[src/sv/ols_pkg.sv]
// ----------------------------------------------------------------------------
// ols_pkg
// shared types and constants for the ordered list store
// ----------------------------------------------------------------------------
package ols_pkg;

   localparam int CAPACITY = 32;
   localparam int DATA_W   = 32;
   localparam int CMD_W    = 3;
   localparam int STATUS_W = 2;

   typedef enum logic [CMD_W-1:0] {
      CMD_PUSH_FRONT = 3'd0,
      CMD_PUSH_END   = 3'd1,
      CMD_PUSH_AFTER = 3'd2,
      CMD_POP_FRONT  = 3'd3,
      CMD_POP_END    = 3'd4,
      CMD_POP_KEY    = 3'd5,
      CMD_LIST_ALL   = 3'd6
   } cmd_type;

   // unused command code, ignored by the store
   localparam logic [CMD_W-1:0] CMD_RESERVED = 3'd7;

   typedef enum logic [STATUS_W-1:0] {
      STATUS_OK     = 2'd0,
      STATUS_EMPTY  = 2'd1,
      STATUS_FULL   = 2'd2,
      STATUS_NO_KEY = 2'd3
   } status_type;

   typedef enum logic [3:0] {
      CELL_HOLD,
      CELL_PUSH_FRONT,
      CELL_PUSH_END,
      CELL_PUSH_AFTER,
      CELL_POP_FRONT,
      CELL_POP_END,
      CELL_POP_KEY,
      CELL_MARK,
      CELL_ROTATE
   } cell_op_type;

   typedef struct packed {
      cell_op_type       op;
      logic [DATA_W-1:0] data;
      logic [DATA_W-1:0] key;
   } cell_ctl_type;

endpackage

[src/sv/ols_cell.sv]
// ----------------------------------------------------------------------------
// ols_cell
// one list position: value, occupied bit and end tag, shifts with neighbors
// ----------------------------------------------------------------------------
module ols_cell
   import ols_pkg::*;
(
   input  logic              clock,
   input  logic              reset,
   input  cell_ctl_type      ctl,
   input  logic [DATA_W-1:0] left_value,
   input  logic              left_occ,
   input  logic              left_found,
   input  logic              left_first,
   input  logic [DATA_W-1:0] right_value,
   input  logic              right_occ,
   input  logic              right_tag,
   input  logic [DATA_W-1:0] head_value,
   input  logic              head_tag,
   output logic [DATA_W-1:0] value,
   output logic              occ,
   output logic              tag,
   output logic              found,
   output logic              first,
   output logic              is_end
);

   logic [DATA_W-1:0] value_ff, value_in;
   logic              occ_ff, occ_in;
   logic              tag_ff, tag_in;
   logic              match;

   assign match  = occ_ff && (value_ff == ctl.key);
   assign found  = left_found || match;
   assign first  = match && !left_found;
   assign is_end = occ_ff && !right_occ;

   always_comb begin
      value_in = value_ff;
      occ_in   = occ_ff;
      tag_in   = tag_ff;
      case (ctl.op)
         CELL_PUSH_FRONT: begin
            value_in = left_value;
            occ_in   = left_occ;
         end
         CELL_PUSH_END: begin
            if (!occ_ff && left_occ) begin
               value_in = ctl.data;
               occ_in   = 1'b1;
            end
         end
         CELL_PUSH_AFTER: begin
            if (left_found) begin
               value_in = left_first ? ctl.data : left_value;
               occ_in   = left_occ;
            end
         end
         CELL_POP_FRONT: begin
            value_in = right_value;
            occ_in   = right_occ;
         end
         CELL_POP_END: begin
            if (is_end) begin
               occ_in = 1'b0;
            end
         end
         CELL_POP_KEY: begin
            if (found) begin
               value_in = right_value;
               occ_in   = right_occ;
            end
         end
         CELL_MARK: begin
            tag_in = is_end;
         end
         CELL_ROTATE: begin
            value_in = is_end ? head_value : right_value;
            tag_in   = is_end ? head_tag : right_tag;
         end
         default: begin
            value_in = value_ff;
         end
      endcase
   end

   always_ff @(posedge clock) begin
      value_ff <= value_in;
      if (reset) begin
         occ_ff <= 1'b0;
         tag_ff <= 1'b0;
      end else begin
         occ_ff <= occ_in;
         tag_ff <= tag_in;
      end
   end

   assign value = value_ff;
   assign occ   = occ_ff;
   assign tag   = tag_ff;

endmodule

[config.mk]
export PLATFORM = sky130hd
export DESIGN_NAME = ols_cell
export DESIGN_NICKNAME = d
export VERILOG_FILES = /design/src/sv/ols_pkg.sv /design/src/sv/ols_cell.sv
export SDC_FILE = /design/constraint.sdc
export NUM_CORES = 1
export LEC_CHECK = 0
export ABC_AREA = 1
export BUFFER_PORTS_ARGS = -buffer_cell sky130_fd_sc_hd__buf_2
export CORE_ASPECT_RATIO = 0.6
export CORE_MARGIN = 2
export CORE_UTILIZATION = 30
export CTS_BUF_LIST = sky130_fd_sc_hd__clkbuf_8
export CTS_CLUSTER_DIAMETER = 50
export CTS_CLUSTER_SIZE = 40
export DETAILED_ROUTE_END_ITERATION = 10
export GPL_ROUTABILITY_DRIVEN = 0
export GPL_TIMING_DRIVEN = 0
export HOLD_SLACK_MARGIN = 0.12
export PLACE_DENSITY_LB_ADDON = 0.2
export SLEW_MARGIN = 20
export SYNTH_ARGS = -nofsm -noshare
export SYNTH_HDL_FRONTEND = slang
export SYNTH_SLANG_ARGS = --single-unit
[constraint.sdc]
create_clock -name clock -period 5.25 [get_ports clock]
set_input_delay 0 -clock clock [delete_from_list [all_inputs] [get_ports clock]]
set_output_delay 0 -clock clock [all_outputs]
set_load 0.01 [all_outputs]
After elaboration in Yosys (flattened, before gate mapping):

Cells that the tools add are included.

* $add $sub $neg: 0
* multipliers: 0
* divide/modulo/power cells: 0
* order comparisons: 0
* equal/unequal tests: 13
* shifts and indexed selects: 0
* muxes and demuxes: 13
* bitwise gates (word level): 0
* reduce and logical (&&, ||, !) cells: 13

Operator list (count)
* 32-bit one-hot mux with 6 select lines: 1
* 32-bit 2-to-1 mux: 5
* 32-bit == test: 1
* 4-bit by 3-bit == test with 1-bit output, second input constant: 4
* 6-bit nonzero test: 2
* 4-bit by 2-bit == test with 1-bit output, second input constant: 2
* 2-bit inequality test, second input constant: 4
* 1-bit one-hot mux with 6 select lines: 1
* 1-bit 2-to-1 mux: 5
* 5-bit AND reduction: 1
* 4-bit by 1-bit == test with 1-bit output, second input constant: 1
* 4-bit == test, second input constant: 1
* 1-bit logical AND: 4
* 4-bit AND reduction: 1
* 1-bit logical NOT: 3
* 1-bit one-hot mux with 2 select lines: 1
* 2-bit nonzero test: 1
* 1-bit logical OR: 1

* register bits: 34
* bits in latches: 0
* RAM bits: 0
* memory bits (read-only): 0
* output and inout port bits: 37
* word-level logic and storage cells: 42
* memories: 0

Logic depth before layout (Yosys ltp):

Gate-level depths: netlist of run 1.

* depth after elaboration: 5
* gate-level depth with buffers: 14
* depth with buffers taken out: 14

Worst setup path after synthesis of run 1:

OpenSTA, ideal clock, no wires.

* path type: register to register
* start point: register value_ff[20] (netlist: value[20])
* end point: register value_ff[0] (netlist: value[0]) (enable)
* arrival time: 3545 ps
* data required time: 4780 ps
* path slack: 1235 ps
* cell stages (with the launch flop): 10
* buffers on the path: 0
* period minus slack after synthesis: 4015 ps
* cell sequence: edfxtp_1 xnor2_1 nand2_1 nor2_1 nand2_1 nor2_1 nand3_1 nand3_1 nand2_1 a211oi_1

* word-level cells in the longest chain between the ends: 5

RTL lines
* from (decl): line ols_cell.sv:28 `logic [DATA_W-1:0] value_ff, value_in;`
* from (signal assigned): line ols_cell.sv:88 `value_ff <= value_in;`
* 32-bit == test: line ols_cell.sv:33 `assign match = occ_ff && (value_ff == ctl.key);`
* 1-bit logical AND: line ols_cell.sv:33
* 1-bit logical OR: line ols_cell.sv:34 `assign found = left_found || match;`
* 2-bit inequality test (no source line)
* 4-bit AND reduction (no source line)

Every way passes these cells.
A chain may end at the register's enable or synchronous reset.

Worst setup path after layout of run 1:

* start point: register occ_ff (netlist: occ)
* end point: register value_ff[12] (netlist: value[12]) (data pin)

* word-level cells in the longest chain between the ends: 3

RTL lines
* from (decl): line ols_cell.sv:29 `logic occ_ff, occ_in;`
* from (signal assigned): line ols_cell.sv:93 `occ_ff <= occ_in;`
* 1-bit logical AND: line ols_cell.sv:36 `assign is_end = occ_ff && !right_occ;`
* 32-bit 2-to-1 mux: line ols_cell.sv:78 `value_in = is_end ? head_value : right_value;`
* 32-bit one-hot mux with 6 select lines: line ols_cell.sv:42 `case (ctl.op)`
* net value_in[12]: line ols_cell.sv:28

The timed path passes the listed nets, and every way through them passes these cells.

==> results of run 1 <==
## worst max-delay path: stages, from the launching register on
cell and delay [ns]:
dfxtp_1 0.40, inv_1 0.14, nor2_2 0.20, inv_1 0.08
nor2_1 0.37, buf_2 0.34, a22oi_1 0.13, dlygate4sd3_1 0.58
o211ai_1 0.10, dlygate4sd3_1 0.57
## final cells by class
cell class | count | area (µm²) | share of cell area [%]
Sequential cell | 34 | 1000 | 19.1
Multi-Input combinational cell | 268 | 1460 | 27.9
Clock inverter | 3 | 40.0 | 0.764
Buffer | 15 | 71.3 | 1.36
Timing Repair Buffer | 310 | 2070 | 39.5
Inverter | 97 | 364 | 6.94
Clock buffer | 5 | 68.8 | 1.31
Tap cell | 130 | 163 | 3.10
## repair_timing
action | in CTS | in global routing
hold buffers | 100 | 0
endpoints found under the hold margin | 34 | 0
resized for setup | 0 | 0
## report_power, final
| group | switching (mW) | total [mW] | internal, mW |
|---|---|---|---|
| Clock | 0.109 | 0.249 | 0.140 |
| Sequential | 0.0210 | 0.351 | 0.330 |
| Combinational | 0.161 | 0.345 | 0.185 |
## metal layers
metal  vias up  track usage, %
li1       2041               -
met1      1931            29.8
met2       167            41.6
met3        11            4.49
met4         0            4.89
met5         -               0
## cell usage in the layout, fill, tap and decap left out
cell type and count:
clkbuf_8 5, nor3b_1 1, edfxtp_1 32, nand3_1 41
nor2_2 1, nand2_1 86, o21ai_0 8, nand4_1 10
inv_1 94, clkbuf_1 3, xnor2_1 5, a22oi_1 32
buf_2 220, clkinv_2 2, dfxtp_1 2, bufinv_16 1
a21oi_1 2, a31oi_1 1, nor3_4 1, o211ai_1 33
nor2_1 24, dlygate4sd3_1 100, nor3_1 6, o22ai_1 4
inv_2 3, buf_8 2, xor2_1 3, o2111ai_1 1
or2_2 2, a221oi_1 2, a211oi_4 1, nor4_1 4
## state kept, by name (all words and copies together), names as in the netlist
signal  cells
occ         1
tag         1
value      32
## per-stage QoR
stage | worst slack, ns | power (mW) | util [%] | setup TNS (ns)
after floorplan | 1.24 | 0.486 | - | 0
after global placement | -0.457 | 0.615 | 44.2 | -14.55
after detailed placement | 2.44 | 0.623 | 44.7 | 0
after CTS | 2.23 | 0.945 | 56.7 | 0
after global routing | 2.00 | 0.996 | 56.7 | 0
final | 2.20 | 0.945 | 56.7 | 0
## worst max path at each step
stage,from,to,slack (ns),depth (start not counted)
floorplan,value[20],value[0],1.24,9
global placement,value[20],value[2],-0.46,9
detailed placement,value[20],value[1],2.44,11
CTS,occ,value[2],2.23,9
global route,occ,value[12],2.00,9
finish,occ,value[12],2.20,9
## kinds of logic (layout without fill, tap and decap cells)
| group | after synthesis | after routing | share of synthesized area (%) |
|---|---|---|---|
| buf+inv | 112 | 430 | 15.1 |
| xor+xnor | 8 | 8 | 2.43 |
| compound gates | 84 | 84 | 20.9 |
| flops | 34 | 34 | 34.7 |
| simple gates | 176 | 176 | 27.0 |
==> reports/metrics.yaml, run 1 <==
status:
  status: "complete, no violations"
sta:
  finalMaxSlewViolations: 0
  period_share_pct: 58.1
  fmax_mhz: 328
  finalCriticalPeriod_ns: 3.05
  setup_viol_count_final: 0
  max_slew_margin_pct: 58.5
  tightest_slew_ns: 0.623
  rsz0062_at_grt: "false"
  fin_skew_ns: 0.00582
  hold_slack_ns: 0.212
  hold_viol: 0
layout:
  drive_gt1_share_pct: 32.5
  nNetsFinal: 903
  nFillCells: 895
  layout.cells.non_filler: 862
  area_growth_syn_to_layout_pct: 81.6
  design_area_um2: 5240
  insertedDiodeCount: 0
global_routing:
  grt_pass1_wl_mm: 18.8
  track_usage_pct: 23.5
  first_global_vias: 4101
  grt_max_degree: 16
  antenna_found_initial: 0
  grt-ovfl-total: 0
worst_setup_path:
  r2r-end: "value[12]"
  path_class: "reg2reg"
  r2r_slack_ns: 2.20
  startpoint_type: "register"
  reg2reg_depth: 9
  cp-end-kind: "register"
  cp.arrival_ns: 3.21
  cp_max_fo: 10
  r2r_start: "occ"
  required_ns: 5.42
job:
  maxCapViolCount: 0
synthesis:
  synthArstFlopShare_pct: 0
  synth_most_common_cell: "inv_1"
  yosys.area.top_type: "edfxtp_1"
  syn_area_per_cell_um2: 6.98
  synth_edf_count: 32
  ys_warn_count: 0
  synth_area_um2: 2890
  ys_ff_latch: 34
  ys_types: 27
  dominantRegCellSynth: "edfxtp_1"
  yosys-top-cells-area: "edfxtp_1 (33%), inv_1 (12%), nand2_1 (11%)"
  synth_nets: 586
  synth_top_area_share_pct: 33.3
  yosysSeqAreaShare_pct: 34.7
  synthCells: 414
  synth_common_cells: "inv_1 (94), nand2_1 (86), nand3_1 (41)"
worst_hold_path:
  worstHoldPathCells: 7
  min_from: "left_occ"
  hold_class: "in2reg"
  min_to: "occ"
power:
  static-leakage-power_nw: 2.67
  p_per_area_nw_per_um2: 180
  vdd_ir_drop_max_mv: 0.105
die:
  io-pin-count: 209
  std_cell_rows: 27
  initial_core_util_pct: 31.2
  die_height_um: 80.0
  core_um2: 9260
  dieArea_um2: 10500
  die_x_um: 131
route:
  via_count: 4150
  finalWirelength_mm: 12.5
  dr.max_layer_used: "met4"
  post-route-drc-count: 0
  wl_met3_um: 919
  antenna_left: 0
  wl_met1_mm: 5.54
  drt_iter0_markers: 258
  wl_per_cell_um: 14.5
  dr_wl_met2_mm: 5.94
  firstDrtPassIters: 4
  drt-vias-per-instance: 4.81
clock_tree:
  path_clk_slew_ns: 0.08
  clk_latency_ns: 0.30
  post_cts_buffers: 0
  htree_num_levels: 2
  cts_buffers: 5
  cts.sinks: 34
  cts_root_buffer: "clkbuf_8"
  cts.path.max_buffers: 2
  cts_tree: "built"
placement:
  io_buffers: 208
  dp_hpwl_mm: 9.39
  dpl_cell_area_um2: 4130
  placed_cells: 754
No activity file was read; power rests on OpenSTA's default activity.
==> inputs of run 2 (changes only) <==
==> constraint.sdc (replaced) <==
create_clock -name clock -period 2.5 [get_ports clock]
set_input_delay 0 -clock clock [delete_from_list [all_inputs] [get_ports clock]]
set_output_delay 0 -clock clock [all_outputs]
set_load 0.01 [all_outputs]
==> run 2 against run 1 <==
Clock skew rose by 0.0010 ns. Critical path depth fell by 2. Via count rose by 5.3%. Cell count rose by 2.9%. Sequential share of layout area fell by 0.91 points. Maximum frequency rose by 25%. Routed wire length rose by 16%. Cell area rose by 5.0%. Hold slack got worse by 0.083 ns. Global-route usage rose by 3.2 points. Largest power group is now combinational cells. Combinational power rose by 110%. Register-to-register slack got worse by 2.1 ns. Critical endpoint is now value[5].
==> reports/metrics.yaml, run 2 (same netlist as run 1, synthesis figures left out) <==
status:
  status: "complete, no violations"
die:
  die_x_um: 131  # unchanged
  std_cell_rows: 27  # unchanged
  die_height_um: 80.0  # unchanged
  core_um2: 9260  # unchanged
  initial_core_util_pct: 31.2  # unchanged
  dieArea_um2: 10500  # unchanged
  io-pin-count: 209  # unchanged
power:
  static-leakage-power_nw: 2.84  # +6.5%
  net-switching-power_mw: 0.624  # +110%
  comb_power_share_pct: 35.3  # -1.2 points
  p_per_area_nw_per_um2: 381  # +110%
  clock_power_share_pct: 29.5  # +3.2 points
  swShare_pct: 29.8  # -0.98 points
  p_int_mw: 1.47  # +120%
  vdd_ir_drop_max_mv: 0.194  # +85%
  seqPwrFrac_pct: 35.1  # -2.0 points
global_routing:
  grtUsageMet2_pct: 43.4  # +1.9 points
  antenna_found_initial: 3  # +3
  grt_most_used_layer: "met2"
  met3_usage_pct: 8.04  # +3.6 points
  track_usage_pct: 26.6  # +3.2 points
  met1_usage_pct: 33.6  # +3.9 points
  grt-ovfl-total: 0  # unchanged
  first_global_vias: 4194  # +2.3%
  grt_pass1_wl_mm: 20.9  # +11%
  grt_max_degree: 16  # unchanged
worst_hold_path:
  hold_class: "in2reg"
worst_setup_path:
  cp.arrival_ns: 2.57  # -0.64 ns
  required_ns: 2.64  # -2.78 ns
  worst_path_most_repeated_cell: "inv_1"
  critPathSlowestCell: "dlygate4sd3_1"
  startpoint_type: "register"
  critPathMaxStageDelay_ns: 0.62  # +0.04 ns
  cp-end-kind: "register"
  cp_max_fo: 5  # -5
  crit_chain: "inv_1 > nor2_2 > inv_1 > nor2_1 > a22oi_1 > dlygate4sd3_1 > o211ai_1"
  path_class: "reg2reg"
sta:
  fin_skew_ns: 0.00686  # +0.00104 ns
  fmax_mhz: 411  # +25%
  finalCriticalPeriod_ns: 2.43  # -0.617 ns
  hold_viol: 0  # unchanged
  period_share_pct: 97.2  # +39 points
  max_slew_margin_pct: 52.6  # -5.9 points
  setup_tns_ns: 0  # unchanged
  setup_viol_count_final: 0  # unchanged
  finalMaxSlewViolations: 0  # unchanged
  hold_slack_ns: 0.129  # -0.0833 ns
  tightest_slew_ns: 0.711  # +0.0885 ns
layout:
  final_cell_mix: "buf_2 (220), dlygate4sd3_1 (123), inv_1 (94)"
  largest_reg_flops: 32  # unchanged
  nNetsFinal: 928  # +2.8%
  area_growth_syn_to_layout_pct: 90.6
  nFillCells: 803  # -10%
  insertedDiodeCount: 0  # unchanged
  layout_commonest_cell: "buf_2"
  drive_gt1_share_pct: 31.6  # -0.94 points
route:
  wl_per_cell_um: 16.4  # +13%
  post-route-drc-count: 0  # unchanged
  drt_iter0_markers: 275  # +6.6%
  drt-vias-per-instance: 4.93  # +2.3%
  via_count: 4369  # +5.3%
  finalWirelength_mm: 14.5  # +16%
  antenna_left: 0  # unchanged
  firstDrtPassIters: 5  # +1
clock_tree:
  cts.path.max_buffers: 2  # unchanged
  cts_tree: "built"
  htree_num_levels: 2  # unchanged
  cts.sinks: 34  # unchanged
  cts_buffers: 5  # unchanged
  ctsResizeCount: 0  # unchanged
  cts_root_buffer: "clkbuf_8"
  path_clk_slew_ns: 0.08  # about the same
  clk_latency_ns: 0.30  # about the same
placement:
  dp_hpwl_mm: 9.83  # +4.7%
  io_buffers: 208  # unchanged
job:
  maxCapViolCount: 0  # unchanged
[run 2: what timing repair did]
action,4_1_cts,5_1_grt
hold buffers,123,0
buffers inserted,0,2
setup endpoints to repair,0,28
hold endpoints to repair,34,0
[run 2: final timing paths]
check,start,endpoint,slack (ns),depth (start not counted)
max,occ,value[5],0.07,7
min,right_value[28],value[28],0.13,3
max reg2reg,occ,value[5],0.07,7
min reg2reg,occ,occ,0.77,4
[run 2: worst max-delay path, delay by kind of cell (launching register included)]
family	cells	cell delay [ns]
AO/OA/AOI/OAI	2	0.27
buffers and inverters	3	0.86
flip-flops	1	0.44
AND/OR/NAND/NOR	2	0.69
[run 2: final cells by class]
| cell class | instances | area, µm² | area share (%) |
|---|---|---|---|
| Multi-Input combinational cell | 268 | 1460 | 26.6 |
| Sequential cell | 34 | 1000 | 18.2 |
| Tap cell | 130 | 163 | 2.95 |
| Clock inverter | 3 | 63.8 | 1.16 |
| Inverter | 97 | 364 | 6.61 |
| Timing Repair Buffer | 335 | 2310 | 42.0 |
| Clock buffer | 5 | 68.8 | 1.25 |
| Buffer | 15 | 71.3 | 1.30 |
[run 2: per-stage QoR]
step / setup WS, ns / total power [mW] / instances / instance area, µm² / utilization [%]
floorplan: 0.0499 / 1.02 / 414 / 2900 / -
global placement: -0.618 / 1.30 / 752 / 4100 / 44.3
detailed placement: 0.151 / 1.31 / 754 / 4130 / 44.6
CTS: 0.145 / 2.09 / 885 / 5490 / 59.3
global route: -0.0206 / 2.21 / 887 / 5510 / 59.5
finish: 0.0690 / 2.10 / 887 / 5510 / 59.5
[run 2: power groups by stage]
stage | logic, mW | clock network, mW | registers (mW)
2_1_floorplan | 0.260 | 0 | 0.761
4_1_cts | 0.712 | 0.638 | 0.735
3_3_place_gp | 0.550 | 0 | 0.747
6_report | 0.740 | 0.619 | 0.736
5_1_grt | 0.806 | 0.658 | 0.741
3_5_place_dp | 0.564 | 0 | 0.748
[run 2: routing by layer]
layer / part of all wire [%] / wire length (µm)
met3: 11 / 1550
met2: 44 / 6330
met5: 0.17 / 25
met1: 43 / 6280
met4: 2.3 / 339
==> inputs of run 3 (changes only) <==
--- a/config.mk
+++ b/config.mk
@@ -18,6 +18,7 @@
 export GPL_TIMING_DRIVEN = 0
 export HOLD_SLACK_MARGIN = 0.12
 export PLACE_DENSITY_LB_ADDON = 0.2
+export REMOVE_ABC_BUFFERS = 1
 export SLEW_MARGIN = 20
 export SYNTH_ARGS = -nofsm -noshare
 export SYNTH_HDL_FRONTEND = slang
==> run 3 against run 2 <==
Clock power decreased by 37%. Sequential power about the same. Global-route usage shrank 0.78 points. Cell count shrank 1.0%. Flip-flop and latch count did not move. Cell area increased by 0.66%. Total power fell by 11%. Routed wire length down 4.8%.
==> reports/metrics.yaml, run 3 (same netlist as run 1, synthesis figures left out) <==
layout:
  final_cell_mix: "buf_2 (208), dlygate4sd3_1 (125), inv_1 (94)"
  design_area_um2: 5540  # +0.66%
  area_growth_syn_to_layout_pct: 91.9
  nNetsFinal: 919  # -0.97%
  layout_commonest_cell: "buf_2"
  drive_gt1_share_pct: 31.3  # -0.29 points
  insertedDiodeCount: 0  # unchanged
  largest_reg_flops: 32  # unchanged
  nFillCells: 805  # +0.25%
sta:
  finalCriticalPeriod_ns: 2.33  # -0.105 ns
  setup_tns_ns: 0  # unchanged
  period_share_pct: 93.0  # -4.2 points
  finalMaxSlewViolations: 0  # unchanged
  rsz0062_at_grt: "false"
  tightest_slew_ns: 0.792  # +0.0813 ns
  setup_viol_count_final: 0  # unchanged
  hold_viol: 0  # unchanged
  fin_skew_ns: 0.00743  # +0.000568 ns
  fin_ws_ns: 0.174  # +0.105 ns
  fmax_mhz: 430  # +4.5%
  max_slew_margin_pct: 47.0  # -5.6 points
die:
  std_cell_rows: 27  # unchanged
  die_x_um: 131  # unchanged
  dieArea_um2: 10500  # unchanged
  initial_core_util_pct: 31.2  # unchanged
  core_um2: 9260  # unchanged
  io-pin-count: 209  # unchanged
  die_height_um: 80.0  # unchanged
job:
  maxCapViolCount: 0  # unchanged
clock_tree:
  cts.sinks: 34  # unchanged
  path_clk_slew_ns: 0.07  # about the same
  cts_tree: "built"
  clk_latency_ns: 0.28  # -0.02 ns
  cts.path.max_buffers: 2  # unchanged
  cts_buffers: 5  # unchanged
  cts_root_buffer: "clkbuf_8"
  htree_num_levels: 2  # unchanged
worst_setup_path:
  cp_max_fo: 17  # +12
  cp.arrival_ns: 2.41  # -0.16 ns
  cp.depth: 7  # unchanged
  crit_chain: "inv_1 > nor2_4 > o22ai_4 > buf_8 > a22oi_1 > dlygate4sd3_1 > o211ai_1"
  worst-path-buf-inv: 3  # unchanged
  r2r_start: "occ"
  reg2reg_depth: 7  # unchanged
  path_class: "reg2reg"
  cp-end-kind: "register"
  r2r-end: "value[21]"
  critPathMaxStageDelay_ns: 0.57  # -0.05 ns
  r2r_slack_ns: 0.17  # +0.11 ns
  path_delay_family: "buffers and inverters"
  required_ns: 2.59  # -0.05 ns
  startpoint_type: "register"
  critPathSlowestCell: "dlygate4sd3_1"
global_routing:
  grt_max_degree: 33  # +17
  grt-ovfl-total: 0  # unchanged
  track_usage_pct: 25.8  # -0.78 points
  grt_pass1_wl_mm: 20.7  # -0.89%
  first_global_vias: 4323  # +3.1%
  antenna_found_initial: 0  # -3
route:
  drt_iter0_markers: 243  # -12%
  antenna_left: 0  # unchanged
  drt-vias-per-instance: 4.77  # -3.1%
  post-route-drc-count: 0  # unchanged
  finalWirelength_mm: 13.8  # -4.8%
  wl_per_cell_um: 15.7  # -3.8%
  via_count: 4190  # -4.1%
  firstDrtPassIters: 4  # -1
power:
  vdd_ir_drop_max_mv: 0.154  # -21%
  net-switching-power_mw: 0.595  # -4.6%
  p_total_mw: 1.86  # -11%
  swShare_pct: 32.0  # +2.2 points
  clock_power_share_pct: 20.8  # -8.7 points
  p_int_mw: 1.27  # -14%
  seqPwrFrac_pct: 39.4  # +4.3 points
  comb_power_share_pct: 39.7  # +4.4 points
  p_per_area_nw_per_um2: 336  # -12%
  static-leakage-power_nw: 2.76  # -3.0%
worst_hold_path:
  min_from: "left_occ"
  worstHoldPathCells: 5  # +2
  min_to: "occ"
  hold_class: "in2reg"
placement:
  dpl_cell_area_um2: 4170  # +1.1%
  dp_hpwl_mm: 9.19  # -6.5%
  io_buffers: 208  # unchanged
  place_ws_ns: -0.116  # -0.267 ns
status:
  status: "complete, no violations"
-- run 3: per-stage QoR --
step	cells	hold WS [ns]	util (%)
after global placement	737	0.262	43.4
final	878	0.132	59.9
after detailed placement	743	0.259	45.1
after CTS	876	0.123	59.4
after floorplan	399	0.0449	-
after global routing	878	0.142	59.9
-- run 3: tightest hold or removal path: cells and delay by family --
family | cells | cell delay, ns
simple gates | 3 | 0.21
buf+inv | 1 | 0.09
compound gates | 1 | 0.08
-- run 3: power by group through the flow --
stage                     clock network [mW]  registers, mW  logic [mW]
after floorplan                            0          0.764       0.250
final                                  0.388          0.734       0.739
after detailed placement                   0          0.745       0.570
after global routing                   0.429          0.740       0.809
after global placement                     0          0.752       0.531
after CTS                              0.404          0.733       0.717
-- run 3: what timing repair did --
action	CTS	global route
endpoints found under the hold margin	34	1
endpoints found under the setup margin	24	40
hold buffers	124	1
resized for setup	0	2
buffers inserted	1	1
pin swaps	1	1
-- run 3: layout make-up --
cell class / instances / area (µm²) / area share, %
Sequential cell: 34 / 1000 / 18.1
Timing Repair Buffer: 341 / 2420 / 43.7
Clock inverter: 3 / 11.3 / 0.203
Inverter: 97 / 364 / 6.57
Multi-Input combinational cell: 268 / 1510 / 27.3
Clock buffer: 5 / 68.8 / 1.24
Tap cell: 130 / 163 / 2.94
-- run 3: metal layers --
| layer | up-vias | wire [µm] | global-route usage (%) |
|---|---|---|---|
| li1 | 2072 | - | - |
| met5 | - | 0 | 0 |
| met1 | 1873 | 5740 | 30.1 |
| met4 | 0 | 256 | 7.55 |
| met3 | 19 | 1510 | 8.18 |
| met2 | 226 | 6310 | 45.6 |
-- run 3: how the worst max path moves through the flow --
stage	from	to
after floorplan	value[20]	value[0]
after global placement	value[20]	value[10]
after detailed placement	value[20]	value[10]
after CTS	occ	value[21]
after global routing	value[26]	value[14]
final	occ	value[21]
